`src/rtl/core/alc_pkg.sv`:
```
// Package with shared types and constants of the associative LRU tag cache.
`default_nettype none
package alc_pkg;

  localparam int ENTRIES_DEF = 64;
  localparam int IDX_W       = $clog2(ENTRIES_DEF);
  localparam int TAG_W       = 48;
  localparam int STAMP_W     = 32;
  localparam int CNT_W       = 16;
  localparam int SLOT_W      = 6;

  localparam logic [1:0] FUNC_LOOKUP  = 2'd0;
  localparam logic [1:0] FUNC_REQUEST = 2'd1;
  localparam logic [1:0] FUNC_FILL    = 2'd2;

  typedef enum logic [1:0] {
    ST_IDLE,
    ST_SCAN,
    ST_RESP
  } state_t;

  typedef struct packed {
    logic               vld;
    logic [TAG_W-1:0]   tag;
    logic               hit;
    logic [IDX_W-1:0]   hit_idx;
    logic               inv;
    logic [IDX_W-1:0]   inv_idx;
    logic [IDX_W-1:0]   best_idx;
    logic [STAMP_W-1:0] best_stamp;
  } probe_t;

  typedef struct packed {
    logic [IDX_W-1:0]   idx;
    logic               touch;
    logic               clear;
    logic               install;
    logic [TAG_W-1:0]   tag;
    logic [STAMP_W-1:0] stamp;
  } wr_t;

  function automatic logic older(input logic [STAMP_W-1:0] a, input logic [STAMP_W-1:0] b);
    logic [STAMP_W-1:0] d;
    d = a - b;
    return d[STAMP_W-1];
  endfunction

endpackage
`default_nettype wire

```
`src/rtl/core/alc_cell.sv`:
```
// One cache entry that updates a passing search probe and hands it to the next entry.
`default_nettype none
module alc_cell #(
  parameter int IDX = 0
) (
  input  wire logic          clk,
  input  wire logic          rst_n,
  input  alc_pkg::probe_t    probe_i,
  input  alc_pkg::wr_t       wr_i,
  output alc_pkg::probe_t    probe_o
);

  logic                        valid_r;
  logic [alc_pkg::TAG_W-1:0]   tag_r;
  logic [alc_pkg::STAMP_W-1:0] stamp_r;
  alc_pkg::probe_t             probe_r;
  alc_pkg::probe_t             probe_nxt;
  logic [alc_pkg::IDX_W-1:0]   my_idx;

  assign my_idx = alc_pkg::IDX_W'(IDX);

  always_comb begin
    probe_nxt = probe_i;
    if (valid_r && tag_r == probe_i.tag && !probe_i.hit) begin
      probe_nxt.hit     = 1'b1;
      probe_nxt.hit_idx = my_idx;
    end
    if (!valid_r) begin
      if (!probe_i.inv) begin
        probe_nxt.inv     = 1'b1;
        probe_nxt.inv_idx = my_idx;
      end
    end else if (IDX == 0 || alc_pkg::older(stamp_r, probe_i.best_stamp)) begin
      probe_nxt.best_idx   = my_idx;
      probe_nxt.best_stamp = stamp_r;
    end
  end

  always_ff @(posedge clk) begin
    if (!rst_n) begin
      valid_r     <= 1'b0;
      probe_r.vld <= 1'b0;
    end else begin
      probe_r.vld <= probe_nxt.vld;
      if (wr_i.idx == my_idx) begin
        if (wr_i.clear) begin
          valid_r <= 1'b0;
        end
        if (wr_i.install) begin
          valid_r <= 1'b1;
        end
      end
    end
    probe_r.tag        <= probe_nxt.tag;
    probe_r.hit        <= probe_nxt.hit;
    probe_r.hit_idx    <= probe_nxt.hit_idx;
    probe_r.inv        <= probe_nxt.inv;
    probe_r.inv_idx    <= probe_nxt.inv_idx;
    probe_r.best_idx   <= probe_nxt.best_idx;
    probe_r.best_stamp <= probe_nxt.best_stamp;
    if (wr_i.idx == my_idx) begin
      if (wr_i.install) begin
        tag_r <= wr_i.tag;
      end
      if (wr_i.install || wr_i.touch) begin
        stamp_r <= wr_i.stamp;
      end
    end
  end

  assign probe_o = probe_r;

endmodule
`default_nettype wire

```
`config.mk`:
```
export PLATFORM = sky130hd
export DESIGN_NAME = alc_cell
export DESIGN_NICKNAME = d
export VERILOG_FILES = /design/src/rtl/core/alc_pkg.sv /design/src/rtl/core/alc_cell.sv
export SDC_FILE = /design/constraint.sdc
export NUM_CORES = 1
export LEC_CHECK = 0
export BUFFER_PORTS_ARGS = -buffer_cell sky130_fd_sc_hd__buf_2
export CORE_ASPECT_RATIO = 0.75
export CORE_MARGIN = 8
export CORE_UTILIZATION = 40
export DETAILED_ROUTE_END_ITERATION = 8
export MAX_ROUTING_LAYER = met4
export PLACE_DENSITY = 0.72
export REMOVE_ABC_BUFFERS = 1
export SLEW_MARGIN = 20
export SYNTH_ARGS = -nofsm -noshare
export SYNTH_HDL_FRONTEND = slang
export SYNTH_SLANG_ARGS = --single-unit
export TNS_END_PERCENT = 5
```
`constraint.sdc`:
```
create_clock -name clk -period 2.8 [get_ports clk]
set_input_delay 0.56 -clock clk [delete_from_list [all_inputs] [get_ports clk]]
set_output_delay 0.56 -clock clk [all_outputs]
set_load 0.02 [all_outputs]
```
# == Yosys cells after proc, flatten, opt, wreduce, memory -nomap -nowiden ==
# Index checks and enable logic that the tools add are counted.
# totals
reg_bits,182
in_bits,192
out_inout_bits,101
elab_cells,26
# op_classes
eq_ne,1
muxes,5
reduce_logical,9
# ops
op,count
$eq 48x48->1,1
$mux 32,1
$mux 7,1
$logic_not 6->1,1
$mux 6,1
$reduce_and 2->1,3
$logic_and 1x1->1,2
$mux 1,2
$reduce_bool 2->1,1
$logic_not 1->1,1
$logic_or 1x1->1,1

# == Logic depth before layout (Yosys ltp) ==
# Gate-level depths: netlist of run 1.
# logic_depth
ltp_word,3
mapped_depth,5

# == Least setup slack after synthesis of run 1 ==
# Ideal clock, no wire load.
# synth_path
path_type,in2reg
from,input port wr_i[86] in the netlist's numbering
to,"register tag_r[0] in the netlist's numbering, enable pin"
t_arrival_ns,2.507
t_required_ns,2.389
path_slack_ns,-0.118
path_stages,3
path_buffers,0
path_cell_list,or4_1 > nor3_1 > and2_1
# synth_between
elab_chain_len,2
# synth_rtl
item,line_no,source
from (decl),alc_cell.sv:9,"input alc_pkg::wr_t wr_i,"
$logic_not 6->1,alc_cell.sv:61,if (wr_i.idx == my_idx) begin
$reduce_and 2->1 (no source line),--,
to (signal assigned),alc_cell.sv:63,tag_r <= wr_i.tag;
to (decl),alc_cell.sv:14,logic [alc_pkg::TAG_W-1:0] tag_r;
# No other way between the ends.
# A chain may end at the register's enable or synchronous reset.

# == Worst setup path in the final report of run 1 ==
# layout_path
from,register tag_r[11] in the netlist's numbering
to,register probe_r (netlist bit probe_o[49])
# layout_between
elab_chain_len,3
# layout_rtl
item,line_no,source
$eq 48x48->1,alc_cell.sv:24,if (valid_r && tag_r == probe_i.tag && !probe_i.hit) begin
$logic_and 1x1->1 (2 in a row),alc_cell.sv:24,
to (decl),alc_cell.sv:16,alc_pkg::probe_t probe_r;
# No other way between the ends.

==> results of run 1 <==
## worst max-delay path by stage
stage / startpoint / to
detailed placement: wr_i[86] / tag_r[14]$_DFFE_PP_
CTS: tag_r[11]$_DFFE_PP_ / probe_o[49]$_SDFF_PP0_
global route: tag_r[19]$_DFFE_PP_ / probe_o[46]$_SDFF_PP0_
floorplan: wr_i[86] / tag_r[0]$_DFFE_PP_
finish: tag_r[11]$_DFFE_PP_ / probe_o[49]$_SDFF_PP0_
global placement: wr_i[86] / tag_r[41]$_DFFE_PP_
## per-stage QoR
stage,hold WS (ns),setup WS [ns],TNS (ns),utilization,std cells
floorplan,0.448,-0.118,-5.66,-,315
global placement,0.449,0.502,0,0.534,786
detailed placement,0.458,0.474,0,0.534,786
CTS,0.243,0.809,0,0.577,818
global route,0.247,0.757,0,0.577,818
finish,0.262,0.804,0,0.577,818
## cell usage after synthesis
cell,number
nor4_4,1
mux2_2,32
buf_1,3
xor2_1,43
a2111oi_2,1
dfxtp_1,102
or4_1,1
nand3_1,1
or2_1,1
nand2b_1,4
o21a_1,1
nor2b_1,23
nor4_1,9
and2_1,2
a21oi_1,2
nor4b_1,1
o2111a_1,1
clkbuf_1,2
edfxtp_1,80
nand2_1,1
inv_1,2
nand4_1,3
nor2_1,2
nor3_1,2
## cells by family after synthesis
| family | share of synthesized area |
|---|---|
| buffers and inverters | 0.00471 |
| muxes | 0.0646 |
| and+or+nand+nor | 0.0585 |
| xor gates and xnor gates | 0.0675 |
| DFF | 0.797 |
| AOI/OAI and AO/OA | 0.00785 |
## area by class of cell
type / count / area [sq um]
clock buffers: 21 / 470
clock inverters: 11 / 116
fillers: 1119 / 5770
inverters: 2 / 7.51
multi-input cells: 131 / 1110
flip-flops and latches: 182 / 4450
well taps: 175 / 219
repair buffers: 296 / 1520
## registers in the layout (all words and copies together) (netlist names)
signal and cells:
tag_r 48, probe_o 101, valid_r 1, stamp_r 32
## power by group through the flow
| stage | Clock, W | Combinational (W) | Sequential [W] |
|---|---|---|---|
| after floorplan | 0 | 0.0000653 | 0.00304 |
| after global placement | 0 | 0.000408 | 0.00293 |
| after detailed placement | 0 | 0.000417 | 0.00294 |
| after CTS | 0.00238 | 0.000419 | 0.00288 |
| after global routing | 0.00247 | 0.000442 | 0.00288 |
| final | 0.00231 | 0.000412 | 0.00288 |
## critical path, cell delays in order, from the launching register on
cell and delay, ns:
edfxtp_1 0.38, xor2_1 0.16, nor4_1 0.44, nand4_1 0.22, nor4_4 0.55, nor2b_1 0.11
## metal layers
layer	vias to the layer above	GRT usage	part of all wire
met4	0	0.0523	0.011
met1	1729	0.171	0.39
met5	-	-	0
li1	1750	-	-
met3	10	0.0579	0.066
met2	144	0.296	0.53
==> flow_metrics.py, run 1 <==
metrics = {
    "run_status": {
        "run_status": "completed",
    },
    "floorplanning": {
        "floorplan.core_area_sq_mm": 0.0137,
        "floorplan.rows": 37,
        "pin_count": 293,
        "die_h_microns": 118,
        "fp.dieW_microns": 152,
        "die-area_sq_mm": 0.0180,
        "start_util": 0.408,
    },
    "setup_path": {
        "crit_path_start_kind": "flop",
        "crit_fanout": 7,
        "timing.critical_path.required_ns": 3.08,
        "critical_path.endpoint_type": "flop",
        "timing_worst_setup_path_type": "flop to flop",
        "r2r_setup_slack_ns": 0.80,
        "worst_ep_arrival_time_ns": 2.28,
        "regToRegEndpoint": "probe_o[49]$_SDFF_PP0_",
        "register_to_register_path_depth": 5,
        "r2r-start": "tag_r[11]$_DFFE_PP_",
    },
    "yosys": {
        "post_synth_instance_area_sq_mm": 0.00558,
        "synth-warning-count": 0,
        "synth_sequential_area_ratio": 0.797,
        "synthCells": 320,
        "synthTopCellsByArea": "edfxtp_1, dfxtp_1, xor2_1",
        "syn_avg_cell_area_sq_um": 17.4,
        "yosysUniqueCellTypes": 24,
        "yosys_register_bits": 182,
        "synth_top_area_frac": 0.431,
        "synth_top_area_cell": "edfxtp_1",
    },
    "power_and_ir_drop": {
        "power_w": 0.00560,
        "static_leak_nw": 3.47,
        "net-switching-power_w": 0.00124,
        "p_per_area_mw_per_mm2": 710,
        "internal_power_w": 0.00436,
        "power.share.combinational": 0.074,
        "vdd_drop_max_mv": 0.390,
        "power_switching_share": 0.221,
        "power_frac_seq": 0.513,
        "clock_network_power_share": 0.413,
    },
    "grt": {
        "grt.overflow.total": 0,
        "grt_util_all_layers": 0.166,
        "grt_antenna_before_repair": 0,
        "first_pass_grt_wire_length_microns": 22300,
        "grt_pass1_vias": 4186,
        "maximum_number_of_pins_on_one_net_before_global_route_repair": 42,
    },
    "clocking": {
        "clkSlewWorstSetupHoldPaths_ns": 0.07,
        "cts_tree": "done",
        "max-clock-path-buffers": 2,
        "post_cts.resized_instances": 0,
        "post_cts_hold_buffer_count": 0,
        "numClockSinks": 182,
        "h-tree-depth": 4,
        "cts_setup_buffers": 0,
        "clk_tree_root_cell": "clkbuf_16",
        "cts_inserted_buffers": 17,
        "clkLatencyLatePin_ns": 0.42,
    },
    "sta": {
        "maxClockFrequency_ghz": 0.501,
        "max-slew-margin-rel": 0.645,
        "grt_setup_unrepaired": "no",
        "finalHoldViolations": 0,
        "part_of_the_cycle_the_worst_path_needs": 0.713,
        "least_margin_pin_slew_ns": 0.533,
        "setup_violations": 0,
        "final_max_tran_viols": 0,
        "layout_min_cycle_time_ns": 2.00,
        "fin_skew_ns": 0.0114,
    },
    "cells_and_area": {
        "fin_nets": 822,
        "antenna-diode-count": 0,
        "area_growth_from_synthesis_to_final_layout_pct": 41.3,
        "drive_above_1_share": 0.565,
        "mostFrequentLayoutCell": "buf_2",
        "final_design_area_no_fill_sq_mm": 0.00788,
        "most_frequent_cells_in_the_layout": "buf_2, dfxtp_1, edfxtp_1",
    },
    "worst_hold_path": {
        "worstHoldStart": "probe_i[71]",
        "holdPathEnd": "probe_o[71]$_DFF_P_",
        "min-delay-path-class": "input port to flop",
        "min_path_cells": 1,
    },
    "placement": {
        "port-buffer-count": 292,
        "dpl.hpwl_microns": 11900,
        "placed_instance_area_sq_mm": 0.00730,
        "weighted_congestion_reported_at_the_end_of_routability_driven_placement": 0.801,
    },
    "route": {
        "post-route-drc-count": 0,
        "route.antenna.remaining_nets": 0,
        "route.detailed.wl_per_inst_microns": 18.1,
        "vias_per_cell": 4.44,
        "first_iter_violations": 141,
        "drt-total-wl_microns": 14800,
        "drt_pre_antenna_iters": 6,
        "route.vias.total": 3633,
    },
    "job": {
        "cap_viol_max_count": 0,
    },
}
Note: power is estimated with default switching activity, not from simulation.
==> inputs of run 2 (changes only) <==
Settings changed: ABC_AREA from default to 1, CORE_UTILIZATION 40 to 41.
Clock period 2.8 ns to 1.65 ns, I/O delays scaled along.
==> flow_metrics.py, run 2 <==
metrics = {
    "yosys": {
        "synthCells": 563,
        "syn_avg_cell_area_sq_um": 10.6,
        "asyncSetResetFlopFracSynth": 0,
        "post_synth_instance_area_sq_mm": 0.00598,
        "synth-edff-count": 80,
        "yosys_register_bits": 182,
        "synthTopCellsByCount": "nand2_1, dfxtp_1, inv_1, edfxtp_1, nor2_1",
        "synth_top_area_cell": "edfxtp_1",
        "synth_sequential_area_ratio": 0.743,
        "ys_dominant_reg_cell": "dfxtp_1",
        "synth-warning-count": 0,
        "synth_top_area_frac": 0.402,
        "synth_most_common_cell": "nand2_1",
        "synthTopCellsByArea": "edfxtp_1, dfxtp_1, nand2_1",
        "yosysUniqueCellTypes": 23,
    },
    "setup_path": {
        "crit_path_cell_trace": "nand2_1 -> nand2_1 -> nor2_1 -> nand2_1 -> nor2_1 -> nand2_1 -> nor2_4 -> a21oi_1",
        "critical_path_s_slowest_cell": "edfxtp_1",
        "crit_fanout": 7,
        "cp_delay_by_family_top": "simple AND/OR/NAND/NOR gates",
        "critical_path.endpoint_type": "flop",
        "timing.critical_path.slowest_cell_delay_ns": 0.40,
        "timing.critical_path.required_ns": 1.95,
        "timing_worst_setup_path_type": "flop to flop",
        "crit_path_start_kind": "flop",
        "worst_ep_arrival_time_ns": 1.73,
        "worst_path_most_repeated_cell": "nand2_1",
        "cp.buffers_inverters": 0,
    },
    "floorplanning": {
        "pin_count": 293,
        "die-area_sq_mm": 0.0187,
        "floorplan.rows": 38,
        "fp.dieW_microns": 155,
        "floorplan.core_area_sq_mm": 0.0144,
        "die_h_microns": 121,
        "start_util": 0.417,
    },
    "sta": {
        "part_of_the_cycle_the_worst_path_needs": 0.865,
        "layout_min_cycle_time_ns": 1.43,
        "least_margin_pin_slew_ns": 0.373,
        "max-slew-margin-rel": 0.751,
        "maxClockFrequency_ghz": 0.701,
        "grt_setup_unrepaired": "no",
        "final_max_tran_viols": 0,
        "fin_skew_ns": 0.0101,
        "finalHoldViolations": 0,
        "setup_violations": 0,
    },
    "route": {
        "drt-total-wl_microns": 16200,
        "route.antenna.remaining_nets": 0,
        "drt_pre_antenna_iters": 5,
        "route.detailed.wl_per_inst_microns": 14.9,
        "route.vias.total": 4626,
        "first_iter_violations": 169,
        "post-route-drc-count": 0,
        "vias_per_cell": 4.25,
    },
    "power_and_ir_drop": {
        "p_per_area_mw_per_mm2": 1150,
        "static_leak_nw": 4.21,
        "vdd_drop_max_mv": 0.840,
    },
    "clocking": {
        "clk_tree_root_cell": "clkbuf_16",
        "cts_tree": "done",
        "clkLatencyLatePin_ns": 0.42,
        "cts_setup_buffers": 0,
        "post_cts_hold_buffer_count": 0,
        "max-clock-path-buffers": 2,
        "cts_inserted_buffers": 17,
        "h-tree-depth": 4,
        "numClockSinks": 182,
        "post_cts.resized_instances": 0,
        "clkSlewWorstSetupHoldPaths_ns": 0.07,
    },
    "worst_hold_path": {
        "min-delay-path-class": "input port to flop",
    },
    "cells_and_area": {
        "area_growth_from_synthesis_to_final_layout_pct": 39.6,
        "fin_nets": 1067,
        "number_of_cells_in_the_finished_layout_apart_from_fillers": 1088,
        "flip_flop_count_of_the_largest_register_all_copies_and_words_added": 101,
        "most_frequent_cells_in_the_layout": "buf_2, nand2_1, dfxtp_1",
        "final_util": 0.581,
        "drive_above_1_share": 0.377,
        "mostFrequentLayoutCell": "buf_2",
        "antenna-diode-count": 0,
    },
    "grt": {
        "grt.overflow.total": 0,
        "grt_util_all_layers": 0.177,
        "grt_pass1_vias": 4766,
        "grt_antenna_before_repair": 0,
        "first_pass_grt_wire_length_microns": 24300,
        "maximum_number_of_pins_on_one_net_before_global_route_repair": 40,
    },
    "placement": {
        "port-buffer-count": 292,
        "weighted_congestion_reported_at_the_end_of_routability_driven_placement": 0.768,
        "numPlacedInstances": 1056,
        "dpl.hpwl_microns": 13000,
    },
    "run_status": {
        "run_status": "completed",
    },
    "job": {
        "cap_viol_max_count": 0,
    },
}
run 2: area by class of cell:
cell class | instances | area [sq um]
clock buffer | 18 | 429
clock inverter | 14 | 146
fill | 1245 | 6010
inverter | 87 | 327
multi-input combinational | 287 | 1190
sequential | 182 | 4440
tap | 200 | 250
timing repair buffer | 300 | 1560
run 2: worst register-to-register path: stages (launching register included):
cell and delay [ns]:
edfxtp_1 0.40, nand2_1 0.09, nand2_1 0.05, nor2_1 0.14
nand2_1 0.07, nor2_1 0.15, nand2_1 0.11, nor2_4 0.19
a21oi_1 0.10
run 2: cells by family (layout without fill, tap and decap cells):
group / count (synthesis) / in the layout / synth area share
AO/OA/AOI/OAI: 16 / 16 / 0.0140
AND/OR/NAND/NOR: 261 / 261 / 0.169
XOR/XNOR: 10 / 10 / 0.0146
buffers and inverters: 94 / 419 / 0.0594
flip-flops: 182 / 182 / 0.743
run 2: layer usage:
metal	vias up	part of all wire	track usage
met2	215	0.48	0.291
met4	0	0.015	0.0574
met5	-	0	-
li1	2344	-	-
met3	18	0.11	0.0820
met1	2049	0.39	0.188
run 2: final timing paths:
check	startpoint	to	cells after the start	slack, ns
min reg2reg	stamp_r[13]$_DFFE_PP_	probe_o[13]$_DFF_P_	2	0.44
max reg2reg	tag_r[32]$_DFFE_PP_	probe_o[45]$_SDFF_PP0_	8	0.22
max	tag_r[32]$_DFFE_PP_	probe_o[45]$_SDFF_PP0_	8	0.22
min	probe_i[52]	probe_o[52]$_DFF_P_	1	0.03
run 2: report_power, final:
| part | leakage (nW) | total (W) | switching (W) | internal [W] |
|---|---|---|---|---|
| Sequential | 1.58 | 0.00489 | 0.0000365 | 0.00485 |
| Clock | 0.281 | 0.00396 | 0.00172 | 0.00224 |
| Combinational | 2.35 | 0.000757 | 0.000436 | 0.000321 |
| Total | 4.21 | 0.00960 | 0.00219 | 0.00741 |
run 2: per-stage QoR:
stage	area, sq um	hold WS, ns	TNS, ns	setup slack (ns)	power [W]
2_1_floorplan	5950	0.358	-113.96	-1.66	0.00531
3_5_place_dp	7770	0.425	-11.73	-0.166	0.00575
4_1_cts	8350	0.00431	0	0.179	0.00969
5_1_grt	8350	0.000593	0	0.0154	0.00997
6_report	8350	0.0261	0	0.223	0.00960
3_3_place_gp	7770	0.421	-6.96	-0.104	0.00573
==> inputs of run 3 (changes only) <==
--- a/config.mk
+++ b/config.mk
@@ -14,4 +14,5 @@
 export MAX_ROUTING_LAYER = met4
 export PLACE_DENSITY = 0.72
+export RECOVER_POWER = 25
 export REMOVE_ABC_BUFFERS = 1
 export SLEW_MARGIN = 20
==> constraint.sdc (replaced) <==
create_clock -name clk -period 1.65 [get_ports clk]
set_input_delay 0.33 -clock clk [delete_from_list [all_inputs] [get_ports clk]]
set_output_delay 0.33 -clock clk [all_outputs]
set_load 0.1 [all_outputs]
==> flow_metrics.py, run 3 (synthesis gave the netlist of run 2 again) <==
metrics = {
    "grt": {
        "met1_capacity_usage_during_global_routing": 0.188,
        "grt_pass1_vias": 4766,
        "globalRouteMet3Util": 0.0820,
        "first_pass_grt_wire_length_microns": 24300,
        "grt_util_all_layers": 0.177,
        "grt.overflow.total": 0,
        "met2_usage": 0.291,
        "top_usage_layer": "met2",
        "grt_antenna_before_repair": 0,
        "maximum_number_of_pins_on_one_net_before_global_route_repair": 40,
    },
    "sta": {
        "part_of_the_cycle_the_worst_path_needs": 0.924,
        "setup_violations": 0,
        "maxClockFrequency_ghz": 0.656,
        "setup_slack_ns": 0.125,
        "layout_min_cycle_time_ns": 1.53,
        "max-slew-margin-rel": 0.657,
        "least_margin_pin_slew_ns": 0.518,
        "finalHoldViolations": 0,
        "fin_skew_ns": 0.0101,
        "grt_setup_unrepaired": "no",
        "final_max_tran_viols": 0,
    },
    "setup_path": {
        "crit_path_start_kind": "flop",
        "critical_path_s_slowest_cell": "buf_2",
        "r2r_setup_slack_ns": 0.22,
        "register_to_register_path_depth": 8,
        "cp.buffers_inverters": 1,
        "critical_path.endpoint_type": "primary output",
        "crit_fanout": 1,
        "r2r-start": "tag_r[32]$_DFFE_PP_",
        "cp.depth": 1,
        "regToRegEndpoint": "probe_o[45]$_SDFF_PP0_",
        "timing_worst_setup_path_type": "flop to primary output",
        "cp_delay_by_family_top": "buffers and inverters",
        "timing.critical_path.required_ns": 1.32,
        "crit_path_cell_trace": "buf_2",
        "worst_ep_arrival_time_ns": 1.20,
        "timing.critical_path.slowest_cell_delay_ns": 0.43,
    },
    "power_and_ir_drop": {
        "p_per_area_mw_per_mm2": 1260,
        "power_w": 0.0104,
        "static_leak_nw": 4.09,
        "vdd_drop_max_mv": 0.869,
    },
    "clocking": {
        "clkSlewWorstSetupHoldPaths_ns": 0.07,
        "post_cts.resized_instances": 0,
        "h-tree-depth": 4,
        "clk_tree_root_cell": "clkbuf_16",
        "cts_setup_buffers": 0,
        "clkLatencyLatePin_ns": 0.42,
        "numClockSinks": 182,
        "max-clock-path-buffers": 2,
        "cts_inserted_buffers": 17,
        "cts_tree": "done",
        "post_cts_hold_buffer_count": 0,
    },
    "route": {
        "route.detailed.wl_per_inst_microns": 14.9,
        "route.antenna.remaining_nets": 0,
        "post-route-drc-count": 0,
        "first_iter_violations": 170,
        "drt-total-wl_microns": 16200,
        "drt_pre_antenna_iters": 4,
        "vias_per_cell": 4.25,
        "route.vias.total": 4628,
    },
    "floorplanning": {
        "start_util": 0.417,
        "fp.dieW_microns": 155,
        "pin_count": 293,
        "floorplan.rows": 38,
        "die_h_microns": 121,
        "floorplan.core_area_sq_mm": 0.0144,
        "die-area_sq_mm": 0.0187,
    },
    "run_status": {
        "run_status": "completed",
    },
    "cells_and_area": {
        "antenna-diode-count": 0,
        "drive_above_1_share": 0.328,
        "area_growth_from_synthesis_to_final_layout_pct": 38.6,
        "fin_nets": 1067,
        "final_design_area_no_fill_sq_mm": 0.00829,
        "flip_flop_count_of_the_largest_register_all_copies_and_words_added": 101,
        "mostFrequentLayoutCell": "buf_2",
        "most_frequent_cells_in_the_layout": "buf_2, nand2_1, dfxtp_1",
    },
    "placement": {
        "placed_instance_area_sq_mm": 0.00777,
        "port-buffer-count": 292,
        "dpl.hpwl_microns": 13000,
        "place_worst_setup_slack_ns": -0.166,
        "weighted_congestion_reported_at_the_end_of_routability_driven_placement": 0.768,
    },
    "worst_hold_path": {
        "holdPathEnd": "probe_o[52]$_DFF_P_",
        "worstHoldStart": "probe_i[52]",
        "min-delay-path-class": "input port to flop",
        "min_path_cells": 1,
    },
    "job": {
        "cap_viol_max_count": 0,
    },
}
## run 3: final cells by class
type                       count  area, sq um
multi-input combinational    287         1190
sequential                   182         4440
inverter                      87          327
clock buffer                  18          429
tap                          200          250
timing repair buffer         300         1500
fill                        1275         6070
clock inverter                14          146
## run 3: worst max-delay path by stage
stage                                start                      to  slack [ns]
floorplan                         wr_i[84]      tag_r[0]$_DFFE_PP_       -1.66
finish                  probe_o[1]$_DFF_P_              probe_o[1]        0.12
detailed placement                wr_i[84]     tag_r[16]$_DFFE_PP_       -0.17
CTS                 probe_o[49]$_SDFF_PP0_             probe_o[49]         0.1
global route           tag_r[30]$_DFFE_PP_  probe_o[51]$_SDFF_PP1_        0.02
global placement                  wr_i[84]     tag_r[14]$_DFFE_PP_       -0.10
## run 3: routing by layer
metal | wire length (microns) | vias up
li1 | - | 2346
met1 | 6350 | 2054
met2 | 7830 | 210
met3 | 1770 | 18
met4 | 241 | 0
met5 | 0 | -
## run 3: metrics by stage
stage,instances,util,hold WS [ns],setup TNS [ns]
after floorplan,556,-,0.358,-113.96
after global placement,1056,0.541,0.421,-6.96
after detailed placement,1056,0.541,0.425,-11.73
after CTS,1088,0.581,0.00431,0
after global routing,1088,0.577,0.000593,0
final,1088,0.577,0.0260,0
## run 3: power breakdown
group          internal [W]  leakage (nW)  switching, W
sequential          0.00485          1.58     0.0000365
clock               0.00224         0.281       0.00172
combinational      0.000305          2.23       0.00126
